==> src/rtl/pbfe_pkg.sv <==
// ----------------------------------------------------------------------------
// Plane basis package
// Shared widths, codes, handshake types and saturation helper for the plane
// basis block.
// ----------------------------------------------------------------------------
package pbfe_pkg;

   localparam int FRAC_BITS_DEF = 16;
   localparam int W             = 32;
   localparam int OPW           = 33;
   localparam int PROD_W        = 2 * OPW;
   localparam int RAD_W         = 64;
   localparam int TOL_W         = 17;

   localparam logic [TOL_W-1:0] TOL_RESET = TOL_W'(1);
   localparam logic [W-1:0]     REV_RESET = '1;

   localparam logic signed [PROD_W-1:0] SAT_MAX = PROD_W'(64'sh7FFF_FFFF);
   localparam logic signed [PROD_W-1:0] SAT_MIN = -SAT_MAX - PROD_W'(1);

   typedef enum logic [3:0] {
      S_IDLE,
      S_SQ_A,
      S_SQ_C,
      S_SUM,
      S_ROOT,
      S_CHECK,
      S_DIV_X,
      S_DIV_Z,
      S_PROD,
      S_DONE
   } state_type;

   typedef enum logic {
      OP_SQRT,
      OP_DIV
   } op_type;

   typedef enum logic [2:0] {
      P_FWD_X,
      P_FY_A,
      P_FY_B,
      P_FWD_Z,
      P_SHIFT_X,
      P_SHIFT_Y,
      P_SHIFT_Z,
      P_END
   } prod_type;

   typedef struct packed {
      logic   start;
      op_type op;
   } unit_ctl_type;

   typedef struct packed {
      logic busy;
      logic done;
   } unit_stat_type;

   function automatic logic signed [W-1:0] sat32(input logic signed [PROD_W-1:0] v);
      logic signed [W-1:0] r;
      if (v > SAT_MAX) begin
         r = SAT_MAX[W-1:0];
      end else if (v < SAT_MIN) begin
         r = SAT_MIN[W-1:0];
      end else begin
         r = v[W-1:0];
      end
      return r;
   endfunction

endpackage

==> src/rtl/plane_basis_from_equation_top.sv <==
// ----------------------------------------------------------------------------
// Plane basis from plane equation
// Turns a fixed-point plane equation into left, normal, forward and shift
// vectors whenever its revision changes.
// ----------------------------------------------------------------------------
// A request whose revision matches the last one handled produces no response.
// Any other request occupies the block until its response is formed; when the
// normal is treated as vertical the two divisions are skipped. Almost all of
// the time is spent in the shift-subtract unit, which produces one bit per cycle
// of the square root and of the two divisions; a single registered multiplier
// forms the nine products one per cycle. A new request is accepted once the
// previous response has been moved into the output register, even if that
// response is still stalled.
module plane_basis_from_equation_top
   import pbfe_pkg::*;
#(
   parameter int FRAC_BITS = FRAC_BITS_DEF
)
(
   input  logic                 clock,
   input  logic                 reset,
   input  logic                 csr_wr_en,
   input  logic [TOL_W-1:0]     csr_wr_data,
   input  logic                 req_valid,
   output logic                 req_stall,
   input  logic signed [W-1:0]  req_plane_a,
   input  logic signed [W-1:0]  req_plane_b,
   input  logic signed [W-1:0]  req_plane_c,
   input  logic signed [W-1:0]  req_plane_d,
   input  logic [W-1:0]         req_revision,
   output logic                 rsp_valid,
   input  logic                 rsp_stall,
   output logic signed [W-1:0]  rsp_left_x,
   output logic signed [W-1:0]  rsp_left_z,
   output logic signed [W-1:0]  rsp_normal_x,
   output logic signed [W-1:0]  rsp_normal_y,
   output logic signed [W-1:0]  rsp_normal_z,
   output logic signed [W-1:0]  rsp_forward_x,
   output logic signed [W-1:0]  rsp_forward_y,
   output logic signed [W-1:0]  rsp_forward_z,
   output logic signed [W-1:0]  rsp_shift_x,
   output logic signed [W-1:0]  rsp_shift_y,
   output logic signed [W-1:0]  rsp_shift_z,
   output logic                 rsp_degenerate
);

   localparam int QW = W + FRAC_BITS;
   localparam logic signed [W-1:0] ONE = W'(1) << FRAC_BITS;

   state_type state_ff, state_in;
   prod_type  pcnt_ff,  pcnt_in;
   logic [W-1:0]     last_rev_ff, last_rev_in;
   logic [TOL_W-1:0] tol_ff,      tol_in;
   logic             rsp_valid_ff, rsp_valid_in;

   logic signed [W-1:0] pa_ff, pa_in, pb_ff, pb_in, pc_ff, pc_in, pd_ff, pd_in;
   logic [RAD_W-1:0]    sum_ff, sum_in;
   logic [W-1:0]        len_ff, len_in;
   logic signed [W-1:0] lx_ff, lx_in, lz_ff, lz_in;
   logic                degen_ff, degen_in;
   logic signed [PROD_W-1:0] fy_acc_ff, fy_acc_in;
   logic signed [W-1:0] fwd_x_ff, fwd_x_in, fwd_y_ff, fwd_y_in, fwd_z_ff, fwd_z_in;
   logic signed [W-1:0] shx_ff, shx_in, shy_ff, shy_in, shz_ff, shz_in;

   logic signed [W-1:0] o_lx_ff, o_lz_ff, o_nx_ff, o_ny_ff, o_nz_ff;
   logic signed [W-1:0] o_fx_ff, o_fy_ff, o_fz_ff, o_sx_ff, o_sy_ff, o_sz_ff;
   logic                o_dg_ff;

   logic req_accept;
   logic new_req;
   logic rsp_load;
   logic degen_now;

   unit_ctl_type        unit_ctl;
   unit_stat_type       unit_stat;
   logic [RAD_W-1:0]    radicand;
   logic [W-1:0]        dvd_mag;
   logic [QW-1:0]       unit_q;
   logic                q_over;
   logic [W-1:0]        div_pos;
   logic [W-1:0]        div_neg;
   logic [W-1:0]        abs_a;
   logic [W-1:0]        abs_c;

   logic signed [OPW-1:0]    mul_a, mul_b, nd;
   logic signed [PROD_W-1:0] prod;
   logic signed [PROD_W-1:0] prod_sh;

   pbfe_mul u_mul (
      .clock (clock),
      .mul_a (mul_a),
      .mul_b (mul_b),
      .prod  (prod)
   );

   pbfe_shsub #(
      .FRAC_BITS (FRAC_BITS)
   ) u_shsub (
      .clock    (clock),
      .reset    (reset),
      .ctl      (unit_ctl),
      .radicand (radicand),
      .dvd_mag  (dvd_mag),
      .divisor  (len_ff),
      .stat     (unit_stat),
      .result   (unit_q)
   );

   assign req_accept = req_valid && !req_stall;
   assign new_req    = req_accept && (req_revision != last_rev_ff);
   assign degen_now  = (len_ff == '0) || (len_ff < W'(tol_ff));
   assign abs_a      = pa_ff[W-1] ? -pa_ff : pa_ff;
   assign abs_c      = pc_ff[W-1] ? -pc_ff : pc_ff;
   assign nd         = -OPW'(pd_ff);
   assign prod_sh    = prod >>> FRAC_BITS;
   assign radicand   = sum_ff + prod[RAD_W-1:0];
   assign q_over     = |unit_q[QW-1:W-1];
   assign div_pos    = q_over ? SAT_MAX[W-1:0] : unit_q[W-1:0];
   assign div_neg    = q_over ? SAT_MIN[W-1:0] : -unit_q[W-1:0];

   // Next state.
   always_comb begin
      state_in = state_ff;
      case (state_ff)
         S_IDLE: begin
            if (new_req) begin
               state_in = S_SQ_A;
            end
         end
         S_SQ_A: begin
            state_in = S_SQ_C;
         end
         S_SQ_C: begin
            state_in = S_SUM;
         end
         S_SUM: begin
            state_in = S_ROOT;
         end
         S_ROOT: begin
            if (unit_stat.done) begin
               state_in = S_CHECK;
            end
         end
         S_CHECK: begin
            state_in = degen_now ? S_PROD : S_DIV_X;
         end
         S_DIV_X: begin
            if (unit_stat.done) begin
               state_in = S_DIV_Z;
            end
         end
         S_DIV_Z: begin
            if (unit_stat.done) begin
               state_in = S_PROD;
            end
         end
         S_PROD: begin
            if (pcnt_ff == P_END) begin
               state_in = S_DONE;
            end
         end
         S_DONE: begin
            if (!rsp_valid_ff || !rsp_stall) begin
               state_in = S_IDLE;
            end
         end
         default: begin
            state_in = S_IDLE;
         end
      endcase
   end

   // Sequencer outputs.
   always_comb begin
      req_stall      = (state_ff != S_IDLE);
      rsp_load       = 1'b0;
      unit_ctl.start = 1'b0;
      unit_ctl.op    = OP_DIV;
      dvd_mag        = abs_c;
      mul_a          = '0;
      mul_b          = '0;
      case (state_ff)
         S_SQ_A: begin
            mul_a = OPW'(pa_ff);
            mul_b = OPW'(pa_ff);
         end
         S_SQ_C: begin
            mul_a = OPW'(pc_ff);
            mul_b = OPW'(pc_ff);
         end
         S_SUM: begin
            unit_ctl.start = 1'b1;
            unit_ctl.op    = OP_SQRT;
         end
         S_CHECK: begin
            unit_ctl.start = !degen_now;
         end
         S_DIV_X: begin
            unit_ctl.start = unit_stat.done;
            dvd_mag        = abs_a;
         end
         S_PROD: begin
            case (pcnt_ff)
               P_FWD_X: begin
                  mul_a = OPW'(lz_ff);
                  mul_b = OPW'(pb_ff);
               end
               P_FY_A: begin
                  mul_a = OPW'(lx_ff);
                  mul_b = OPW'(pc_ff);
               end
               P_FY_B: begin
                  mul_a = OPW'(lz_ff);
                  mul_b = OPW'(pa_ff);
               end
               P_FWD_Z: begin
                  mul_a = OPW'(lx_ff);
                  mul_b = OPW'(pb_ff);
               end
               P_SHIFT_X: begin
                  mul_a = OPW'(pa_ff);
                  mul_b = nd;
               end
               P_SHIFT_Y: begin
                  mul_a = OPW'(pb_ff);
                  mul_b = nd;
               end
               P_SHIFT_Z: begin
                  mul_a = OPW'(pc_ff);
                  mul_b = nd;
               end
               default: begin
                  mul_a = '0;
                  mul_b = '0;
               end
            endcase
         end
         S_DONE: begin
            rsp_load = !rsp_valid_ff || !rsp_stall;
         end
         default: begin
            rsp_load = 1'b0;
         end
      endcase
   end

   // Datapath next values.
   always_comb begin
      pcnt_in      = pcnt_ff;
      last_rev_in  = last_rev_ff;
      tol_in       = csr_wr_en ? csr_wr_data : tol_ff;
      rsp_valid_in = rsp_load ? 1'b1 : (rsp_valid_ff && rsp_stall);
      pa_in        = pa_ff;
      pb_in        = pb_ff;
      pc_in        = pc_ff;
      pd_in        = pd_ff;
      sum_in       = sum_ff;
      len_in       = len_ff;
      lx_in        = lx_ff;
      lz_in        = lz_ff;
      degen_in     = degen_ff;
      fy_acc_in    = fy_acc_ff;
      fwd_x_in     = fwd_x_ff;
      fwd_y_in     = fwd_y_ff;
      fwd_z_in     = fwd_z_ff;
      shx_in       = shx_ff;
      shy_in       = shy_ff;
      shz_in       = shz_ff;
      if (new_req) begin
         last_rev_in = req_revision;
         pa_in       = req_plane_a;
         pb_in       = req_plane_b;
         pc_in       = req_plane_c;
         pd_in       = req_plane_d;
      end
      case (state_ff)
         S_SQ_C: begin
            sum_in = prod[RAD_W-1:0];
         end
         S_ROOT: begin
            if (unit_stat.done) begin
               len_in = unit_q[W-1:0];
            end
         end
         S_CHECK: begin
            pcnt_in  = P_FWD_X;
            degen_in = degen_now;
            if (degen_now) begin
               lx_in = ONE;
               lz_in = '0;
            end
         end
         S_DIV_X: begin
            if (unit_stat.done) begin
               lx_in = pc_ff[W-1] ? div_neg : div_pos;
            end
         end
         S_DIV_Z: begin
            if (unit_stat.done) begin
               lz_in = (!pa_ff[W-1] && (pa_ff != '0)) ? div_neg : div_pos;
            end
         end
         S_PROD: begin
            pcnt_in = prod_type'(pcnt_ff + 3'd1);
            // Each count consumes the product issued in the cycle before.
            case (pcnt_ff)
               P_FY_A: begin
                  fwd_x_in = sat32(prod_sh);
               end
               P_FY_B: begin
                  fy_acc_in = prod_sh;
               end
               P_FWD_Z: begin
                  fwd_y_in = sat32(fy_acc_ff - prod_sh);
               end
               P_SHIFT_X: begin
                  fwd_z_in = sat32(-prod_sh);
               end
               P_SHIFT_Y: begin
                  shx_in = sat32(prod_sh);
               end
               P_SHIFT_Z: begin
                  shy_in = sat32(prod_sh);
               end
               P_END: begin
                  shz_in = sat32(prod_sh);
               end
               default: begin
                  fy_acc_in = fy_acc_ff;
               end
            endcase
         end
         default: begin
            sum_in = sum_ff;
         end
      endcase
   end

   always_ff @(posedge clock) begin
      if (reset) begin
         state_ff     <= S_IDLE;
         pcnt_ff      <= P_FWD_X;
         last_rev_ff  <= REV_RESET;
         tol_ff       <= TOL_RESET;
         rsp_valid_ff <= 1'b0;
      end else begin
         state_ff     <= state_in;
         pcnt_ff      <= pcnt_in;
         last_rev_ff  <= last_rev_in;
         tol_ff       <= tol_in;
         rsp_valid_ff <= rsp_valid_in;
      end
   end

   always_ff @(posedge clock) begin
      pa_ff     <= pa_in;
      pb_ff     <= pb_in;
      pc_ff     <= pc_in;
      pd_ff     <= pd_in;
      sum_ff    <= sum_in;
      len_ff    <= len_in;
      lx_ff     <= lx_in;
      lz_ff     <= lz_in;
      degen_ff  <= degen_in;
      fy_acc_ff <= fy_acc_in;
      fwd_x_ff  <= fwd_x_in;
      fwd_y_ff  <= fwd_y_in;
      fwd_z_ff  <= fwd_z_in;
      shx_ff    <= shx_in;
      shy_ff    <= shy_in;
      shz_ff    <= shz_in;
   end

   always_ff @(posedge clock) begin
      if (rsp_load) begin
         o_lx_ff <= lx_ff;
         o_lz_ff <= lz_ff;
         o_nx_ff <= pa_ff;
         o_ny_ff <= pb_ff;
         o_nz_ff <= pc_ff;
         o_fx_ff <= fwd_x_ff;
         o_fy_ff <= fwd_y_ff;
         o_fz_ff <= fwd_z_ff;
         o_sx_ff <= shx_ff;
         o_sy_ff <= shy_ff;
         o_sz_ff <= shz_ff;
         o_dg_ff <= degen_ff;
      end
   end

   assign rsp_valid      = rsp_valid_ff;
   assign rsp_left_x     = o_lx_ff;
   assign rsp_left_z     = o_lz_ff;
   assign rsp_normal_x   = o_nx_ff;
   assign rsp_normal_y   = o_ny_ff;
   assign rsp_normal_z   = o_nz_ff;
   assign rsp_forward_x  = o_fx_ff;
   assign rsp_forward_y  = o_fy_ff;
   assign rsp_forward_z  = o_fz_ff;
   assign rsp_shift_x    = o_sx_ff;
   assign rsp_shift_y    = o_sy_ff;
   assign rsp_shift_z    = o_sz_ff;
   assign rsp_degenerate = o_dg_ff;

   a_repeat_ignored: assert property (@(posedge clock) disable iff (reset)
      (req_accept && (req_revision == last_rev_ff)) |=> (state_ff == S_IDLE))
      else $error("A request with a repeated revision started work.");

   a_unit_free: assert property (@(posedge clock) disable iff (reset)
      unit_ctl.start |-> !unit_stat.busy)
      else $error("The shift-subtract unit was started while busy.");

   a_prod_quiet: assert property (@(posedge clock) disable iff (reset)
      (state_ff == S_PROD) |-> !unit_stat.busy)
      else $error("The shift-subtract unit was still busy during the products.");

   a_degenerate_left: assert property (@(posedge clock) disable iff (reset)
      (rsp_valid && rsp_degenerate) |-> ((rsp_left_z == '0) && (rsp_left_x == ONE)))
      else $error("A degenerate response carries the wrong left vector.");

endmodule

==> src/rtl/pbfe_mul.sv <==
// ----------------------------------------------------------------------------
// Plane basis multiplier
// Signed 33 by 33 bit multiplier with a registered product, shared by every
// product of the block.
// ----------------------------------------------------------------------------
module pbfe_mul
   import pbfe_pkg::*;
(
   input  logic                     clock,
   input  logic signed [OPW-1:0]    mul_a,
   input  logic signed [OPW-1:0]    mul_b,
   output logic signed [PROD_W-1:0] prod
);

   logic signed [PROD_W-1:0] prod_ff;
   logic signed [PROD_W-1:0] prod_in;

   always_comb begin
      prod_in = PROD_W'(mul_a) * PROD_W'(mul_b);
   end

   always_ff @(posedge clock) begin
      prod_ff <= prod_in;
   end

   assign prod = prod_ff;

endmodule

==> src/rtl/pbfe_shsub.sv <==
// ----------------------------------------------------------------------------
// Plane basis shift-subtract unit
// Iterative restoring unit that produces one result bit per cycle, either of
// an integer square root or of an unsigned division.
// ----------------------------------------------------------------------------
module pbfe_shsub
   import pbfe_pkg::*;
#(
   parameter int FRAC_BITS = FRAC_BITS_DEF
)
(
   input  logic                       clock,
   input  logic                       reset,
   input  unit_ctl_type               ctl,
   input  logic [RAD_W-1:0]           radicand,
   input  logic [W-1:0]               dvd_mag,
   input  logic [W-1:0]               divisor,
   output unit_stat_type              stat,
   output logic [W+FRAC_BITS-1:0]     result
);

   localparam int QW = W + FRAC_BITS;
   localparam int CW = $clog2(QW + 1);
   localparam int RW = W + 2;
   localparam int TW = RW + 2;

   logic [RW-1:0]    rem_ff,  rem_in;
   logic [RAD_W-1:0] sh_ff,   sh_in;
   logic [QW-1:0]    q_ff,    q_in;
   logic [W-1:0]     div_ff,  div_in;
   logic [CW-1:0]    cnt_ff,  cnt_in;
   logic             busy_ff, busy_in;
   logic             done_ff, done_in;
   op_type           op_ff,   op_in;

   logic [TW-1:0] rem_t;
   logic [TW-1:0] trial;
   logic [TW-1:0] diff;
   logic          ge;

   always_comb begin
      if (op_ff == OP_SQRT) begin
         rem_t = {rem_ff, sh_ff[RAD_W-1 -: 2]};
         trial = {2'b00, q_ff[W-1:0], 2'b01};
      end else begin
         rem_t = {1'b0, rem_ff, sh_ff[RAD_W-1]};
         trial = TW'(div_ff);
      end
      diff = rem_t - trial;
      ge   = (rem_t >= trial);
   end

   always_comb begin
      rem_in  = rem_ff;
      sh_in   = sh_ff;
      q_in    = q_ff;
      div_in  = div_ff;
      cnt_in  = cnt_ff;
      busy_in = busy_ff;
      op_in   = op_ff;
      done_in = 1'b0;
      if (ctl.start && !busy_ff) begin
         op_in   = ctl.op;
         rem_in  = '0;
         q_in    = '0;
         div_in  = divisor;
         busy_in = 1'b1;
         if (ctl.op == OP_SQRT) begin
            sh_in  = radicand;
            cnt_in = CW'(W);
         end else begin
            sh_in  = {dvd_mag, {(RAD_W-W){1'b0}}};
            cnt_in = CW'(QW);
         end
      end else if (busy_ff) begin
         rem_in = ge ? diff[RW-1:0] : rem_t[RW-1:0];
         q_in   = {q_ff[QW-2:0], ge};
         sh_in  = (op_ff == OP_SQRT) ? (sh_ff << 2) : (sh_ff << 1);
         cnt_in = cnt_ff - CW'(1);
         if (cnt_ff == CW'(1)) begin
            busy_in = 1'b0;
            done_in = 1'b1;
         end
      end
   end

   always_ff @(posedge clock) begin
      if (reset) begin
         busy_ff <= 1'b0;
         done_ff <= 1'b0;
         cnt_ff  <= '0;
         op_ff   <= OP_SQRT;
      end else begin
         busy_ff <= busy_in;
         done_ff <= done_in;
         cnt_ff  <= cnt_in;
         op_ff   <= op_in;
      end
   end

   always_ff @(posedge clock) begin
      rem_ff <= rem_in;
      sh_ff  <= sh_in;
      q_ff   <= q_in;
      div_ff <= div_in;
   end

   assign stat.busy = busy_ff;
   assign stat.done = done_ff;
   assign result    = q_ff;

endmodule

==> config.mk <==
export PLATFORM = sky130hd
export DESIGN_NAME = plane_basis_from_equation_top
export DESIGN_NICKNAME = d
export VERILOG_FILES = /design/src/rtl/pbfe_pkg.sv /design/src/rtl/plane_basis_from_equation_top.sv /design/src/rtl/pbfe_mul.sv /design/src/rtl/pbfe_shsub.sv
export SDC_FILE = /design/constraint.sdc
export NUM_CORES = 2
export LEC_CHECK = 0
export BUFFER_PORTS_ARGS = -buffer_cell sky130_fd_sc_hd__buf_2
export CAP_MARGIN = 5
export CORE_MARGIN = 2
export CORE_UTILIZATION = 36
export DETAILED_ROUTE_END_ITERATION = 6
export HOLD_SLACK_MARGIN = 0.05
export PLACE_DENSITY = 0.64
export SLEW_MARGIN = 20
export SYNTH_ARGS = -nofsm -noshare
export SYNTH_HDL_FRONTEND = slang
export SYNTH_SLANG_ARGS = --single-unit
==> constraint.sdc <==
create_clock -name clock -period 18.3 [get_ports clock]
set_clock_uncertainty 0.05 [all_clocks]
set_input_delay 0 -clock clock [delete_from_list [all_inputs] [get_ports clock]]
set_output_delay 0 -clock clock [all_outputs]
set_load 0.02 [all_outputs]
; ---- Yosys cells after proc, flatten, opt, wreduce, memory -nomap -nowiden
; Cells that the tools add are included.
[word_totals]
inputBits = 182
reg_bits = 1194
out_inout_bits = 355
wordCells = 174
[classes]
order_cmp = 8
multipliers = 1
n_mux = 48
eq_ne = 25
n_bitwise = 1
reduce_logical = 39
addsub = 10
[ops]
columns = cell, n
row1 = $mux 32, 15
row2 = $mux 64, 4
row3 = $pmux 33 s3, 2
row4 = $pmux 33 s5, 1
row5 = $pmux 33 s4, 1
row6 = $pmux 32 s2, 2
row7 = $neg 32->32, 3
row8 = $mux 34, 2
row9 = $gt 66x32->1 const B, 1
row10 = $lt 66x32->1 const B, 1
row11 = $mul 33x33->66, 1
row12 = $neg 50->66, 1
row13 = $add 64x64->64, 1
row14 = $gt 51x32->1 const B, 1
row15 = $lt 51x32->1 const B, 1
row16 = $sub 50x50->51, 1
row17 = $gt 50x32->1 const B, 1
row18 = $lt 50x32->1 const B, 1
row19 = $pmux 4 s10, 1
row20 = $ge 36x34->1, 1
row21 = $mux 36, 1
row22 = $sub 34x34->34, 1
row23 = $neg 32->33, 1
row24 = $logic_not 32->1, 1
row25 = 35 further kinds, 86

; ---- Logic depth before layout (Yosys ltp)
[depth]
ltp_word = 6
ltp_mapped = 40
depth_no_buf = 37

; ---- By module
; From an unflattened synthesis, not the netlist that was laid out.
[unflattened]
cells_unflattened = 8951
area_unflattened_um2 = 95044.9
[by_module_without_submodules]
columns = mod, area_per_inst_um2, cells_per_inst, n_inst, seq_area_each_um2
row1 = plane_basis_from_equation_top, 43905.9, 3523, 1, 27686.6
row2 = pbfe_mul, 40510.1, 4321, 1, 1321.3
row3 = pbfe_shsub, 10628.9, 1107, 1, 4704.5

; ---- Worst setup path before layout
; Ideal clock, no wire load.
[synth_timing]
kind = register -> register
start = register state_ff[0]
end = register o_dg_ff, in the netlist rsp_degenerate, enable pin
period_less_slack_ns = 18.961
n_path_buf = 1
required_ns = 17.063
t_arrival_ns = 17.724
setup_time_ns = 1.187
stages_incl_launch_ff = 4
slack_ns = -0.661
path_cell_list = dfxtp_1 -> clkbuf_1 -> nand3_1 -> a21oi_1
[synth_between]
elab_chain_len = 2
[synth_rtl]
columns = item, line
row1 = "start, declared", plane_basis_from_equation_top.sv:50  ; state_type state_ff, state_in;
row2 = "start signal, assigned", plane_basis_from_equation_top.sv:347  ; state_ff <= state_in;
row3 = $eq 4x4->1, plane_basis_from_equation_top.sv:182  ; case (state_ff)
row4 = $mux 1, plane_basis_from_equation_top.sv:182
row5 = net rsp_load, plane_basis_from_equation_top.sv:71  ; logic rsp_load;
row6 = "end signal, assigned", plane_basis_from_equation_top.sv:387  ; o_dg_ff <= degen_ff;
row7 = "end, declared", plane_basis_from_equation_top.sv:67  ; logic o_dg_ff;
; The timed path passes the listed nets, and every way through them passes these cells.
; A chain may end at the register's enable or synchronous reset.

; ---- Worst setup path in the final report
[layout_timing]
start = register state_ff[1]
end = register u_mul.prod_ff[64], in the netlist u_mul.prod[64]
[layout_between]
elab_chain_len = 3
word_cells_on_any_way = 6
classes_between = mul: 1 / eq/ne: 3 / mux: 2
[layout_rtl]
columns = item, line
row1 = $eq 4x4->1 (tied with other cells), plane_basis_from_equation_top.sv:182
row2 = $pmux 33 s3, plane_basis_from_equation_top.sv:182
row3 = $mul 33x33->66 *, pbfe_mul.sv:19  ; prod_in = PROD_W'(mul_a) * PROD_W'(mul_b);
row4 = net u_mul.prod_in[64], pbfe_mul.sv:16  ; logic signed [PROD_W-1:0] prod_in;
row5 = "end signal, assigned", pbfe_mul.sv:23  ; prod_ff <= prod_in;
row6 = "end, declared", pbfe_mul.sv:15  ; logic signed [PROD_W-1:0] prod_ff;
; Mark *: on every way through the listed nets, which the timed path passes. The rest lies on a longest branch.

==> impl_results.md <==
* Horiz. Die Dim at 516 um
* GRT overflow at 0
* Initial antenna violation count at 14
* Power Dens Cells at about 140 nW/um^2
* CP Buf/Inv Count at 8
* Sw Pwr at about 7.2 mW
* Fmax achieved at ~80 MHz
* Crit-path max cell delay at 0.94 ns
* Logic gate share of total power at roughly three fifths
* RSZ-0062 raised after global routing: no
* I/O pin cnt at 537
* P_leak at 47.5 nW
* Switching part of the total power at between 40% and 50%
* Worst-skew pair later-pin latency at roughly 0.9 ns
* Violated checks: design-rule violations
* Cells on Worst Hold Path at 3
* CTS Sinks at 1194
* Ys Warns at 0
* Clock H-tree levels at 4
* Routed vias/inst at 5.44
* Row cnt at 187
* Synth unique cells at 86
* CTS buffer count at 137
* Initial DRC Count at about 7.4k
* Endpoints failing setup at 0
* Avg Cell Area, Syn at 10.3 um^2
* Crit-path most repeated cell: fa_1
* RR Startpoint: state_ff[1]$_SDFFE_PP0P_
* Vias in the first global route at 75.5k
* Yosys top cell by area: edfxtp_1
* Antenna Nets Post-Route at 0
* Clock-pin slew on the worst setup and hold paths at 0.07 ns
* Largest net degree at the start of global routing at 105
* Fraction of registers with async set/reset at 0%
* CTS root buf: clkbuf_16
* Final Max Tran Viols at 0
* Maximum vdd drop at 104 uV
* Sequential cell area at 33700 um^2
* First-pass GRT wire length at 487000 um
* Relative slew slack at 22.0%
* Area of the multi-input gates at 53700 um^2
* GRT Resource Usage Total at 24.4%
* Req. time, crit path at 19.05 ns
* Worst r2r path cells at 35
* Layout cells sized above 1 at 11.3%
* Drt wl/cell at 24.1 um
* Hold Crit Class: in2reg
* Reg power frac at a little under a quarter
* Crit end category: flip-flop
* Residual DRC at 13
* Flops & latches, synth at about 1.2k
* Die height at 516 um
* CP Data Arrival Time at 13.30 ns
* Most frequent cells after synthesis: 1410 x inv_1, 1137 x nand2_1, 1125 x fa_1, 980 x edfxtp_1, 603 x nor2_1
* Final instance area at 111000 um^2
* R2r endpoint: u_mul.prod[64]$_DFF_P_
* CTS tree: yes
* Final Cycle Share at 68.6%
* Clock power share at 18.7%
* Core Util, Final at 42.6%
* Max-cap viol count at 0
* Slowest cell on the critical path: and3_2
* Top cells by area, synth: edfxtp_1 31%, fa_1 24%, inv_1 5.6%, ha_1 5.2%, dfxtp_1 4.5%
* Synth Flop Type: edfxtp_1
* Mapped Cells at 9129
* Min-delay src: rsp_stall
* EDFF count, synth at 980
* IO Port Bufs at 536
* Clk buf depth at 3
* Fillcell total at approximately 24k
* Syn Nets at 10.8k
* Slew @ Worst Pin at 1.17 ns
* Register area share after synthesis at 35.8%
* Final-report hold violation count at 0
* Count leader, synth: inv_1
* DR vias at between 70k and 80k
* FF-to-FF setup slack at 5.75 ns
* Post_cts resized at 0
* Fin nets at 11.7k
* Top delay family on crit path: adder cells
* Routed wire length at 328000 um
* Share of the synthesized area in the top cell type at between 30% and 40%
* Placed Instance Area at between 100000 and 150000 um^2
* Outcome: finished with violations
* Synthesized area at 94300 um^2
* Die area at 266000 um^2
* Area Overhead vs Synth at 17.3%
* Gpl congestion at between 0.9 and 1
* Worst Setup Start Kind: flip-flop
* WS Path Type: reg2reg
* Min cycle time layout at approximately 13 ns
* Worst-path maximum fanout at 58
* Hold path endpoint: rsp_normal_z[2]$_DFFE_PP_
* TNS Setup at 0 ns
* Initial Util at between 30% and 40%
* Initial DRT Pass Iterations at 7
* Core ar. at between 200000 and 300000 um^2
* DP Wirelength at 243000 um
* Cell-internal power at 8.33 mW
==> routing by layer <==
metal | track usage [%] | wire length, um | up-vias
met5 | 0 | 24 | -
met2 | 38.0 | 145000 | 4125
met3 | 5.87 | 33800 | 744
met4 | 12.3 | 18500 | 4
met1 | 31.7 | 130000 | 36900
li1 | - | - | 32200
==> what timing repair did <==
action                                 4_1_cts  5_1_grt
endpoints found under the hold margin      216        0
buffers inserted                             0        0
hold buffers                               424        0
==> metrics by stage <==
stage / power, mW / instances / setup slack, ns / hold WS, ns
finish: 15.6 / 13600 / 5.75 / 0.260
global route: 16.7 / 13600 / 5.28 / 0.255
CTS: 15.5 / 13600 / 5.98 / 0.179
detailed placement: 12.5 / 12900 / 5.93 / 0.128
global placement: 12.3 / 12900 / 6.06 / 0.127
floorplan: 9.67 / 9129 / 7.18 / 0.0489
==> state kept, by name, indices dropped and copies added, names as in the netlist, 34 cells and up <==
register / cells
u_mul.prod: 66
sum_ff: 64
u_shsub.sh_ff: 64
fy_acc_ff: 50
u_shsub.result: 48
u_shsub.rem_ff: 34
==> worst max-delay path by stage <==
stage                        startpoint                endpoint  slack (ns)  depth (start not counted)
2_1_floorplan  state_ff[0]$_SDFFE_PP0P_  u_mul.prod[65]$_DFF_P_        7.18                         31
3_3_place_gp   state_ff[1]$_SDFFE_PP0P_  u_mul.prod[64]$_DFF_P_        6.06                         35
3_5_place_dp   state_ff[1]$_SDFFE_PP0P_  u_mul.prod[64]$_DFF_P_        5.93                         35
4_1_cts        state_ff[1]$_SDFFE_PP0P_  u_mul.prod[64]$_DFF_P_        5.98                         35
5_1_grt        state_ff[1]$_SDFFE_PP0P_  u_mul.prod[64]$_DFF_P_        5.28                         35
6_report       state_ff[1]$_SDFFE_PP0P_  u_mul.prod[64]$_DFF_P_        5.75                         35
==> logic make-up (layout without fill, tap and decap cells) <==
family	Yosys count	after routing	share of synthesized area [%]
other	0	10	0
flip-flops	1194	1194	35.8
multiplexers	161	161	1.76
XOR/XNOR	330	330	3.07
buffers and inverters	1905	2856	7.62
adder cells (fa/ha/maj)	1519	1519	29.1
AO/OA/AOI/OAI	1559	1559	11.1
AND/OR/NAND/NOR	2461	2461	11.6
==> area by class of cell <==
| type | instances | area share, % |
|---|---|---|
| flip-flops and latches | 1194 | 30.5 |
| clock inverters | 87 | 1.05 |
| multi-input cells | 6030 | 48.6 |
| repair buffers | 1196 | 7.86 |
| inverters | 1410 | 4.79 |
| diodes | 10 | 0.0226 |
| clock buffers | 163 | 3.25 |
| well taps | 3496 | 3.95 |
==> worst reg2reg max path, delay by kind of cell, from the launching register on <==
| family | cells | cell delay (ns) |
|---|---|---|
| buffers and inverters | 8 | 1.03 |
| AND/OR/NAND/NOR | 9 | 2.91 |
| adder cells (fa/ha/maj) | 9 | 4.44 |
| flip-flops | 1 | 0.44 |
| XOR/XNOR | 1 | 0.17 |
| AO/OA/AOI/OAI | 8 | 3.50 |
==> cells in the final DEF, fill, tap and decap left out, drive strengths merged, types with 214 or more instances in the layout <==
cell	netlist	routed
nor2	603	603
nand2	1137	1137
edfxtp	980	980
ha	393	393
dfxtp	214	214
inv	1410	1426
xnor2	234	234
buf	32	772
o21ai	359	359
a21oi	357	357
dlygate4sd3	0	424
fa	1125	1125
==> power by group through the flow <==
| stage | Sequential, mW | Combinational (mW) | Clock (mW) |
|---|---|---|---|
| CTS | 3.57 | 8.97 | 2.96 |
| detailed placement | 3.62 | 8.83 | 0 |
| global placement | 3.61 | 8.72 | 0 |
| finish | 3.58 | 9.06 | 2.92 |
| global route | 3.58 | 10.0 | 3.06 |
| floorplan | 3.49 | 6.18 | 0 |
Note: power is estimated with default switching activity, not from simulation.
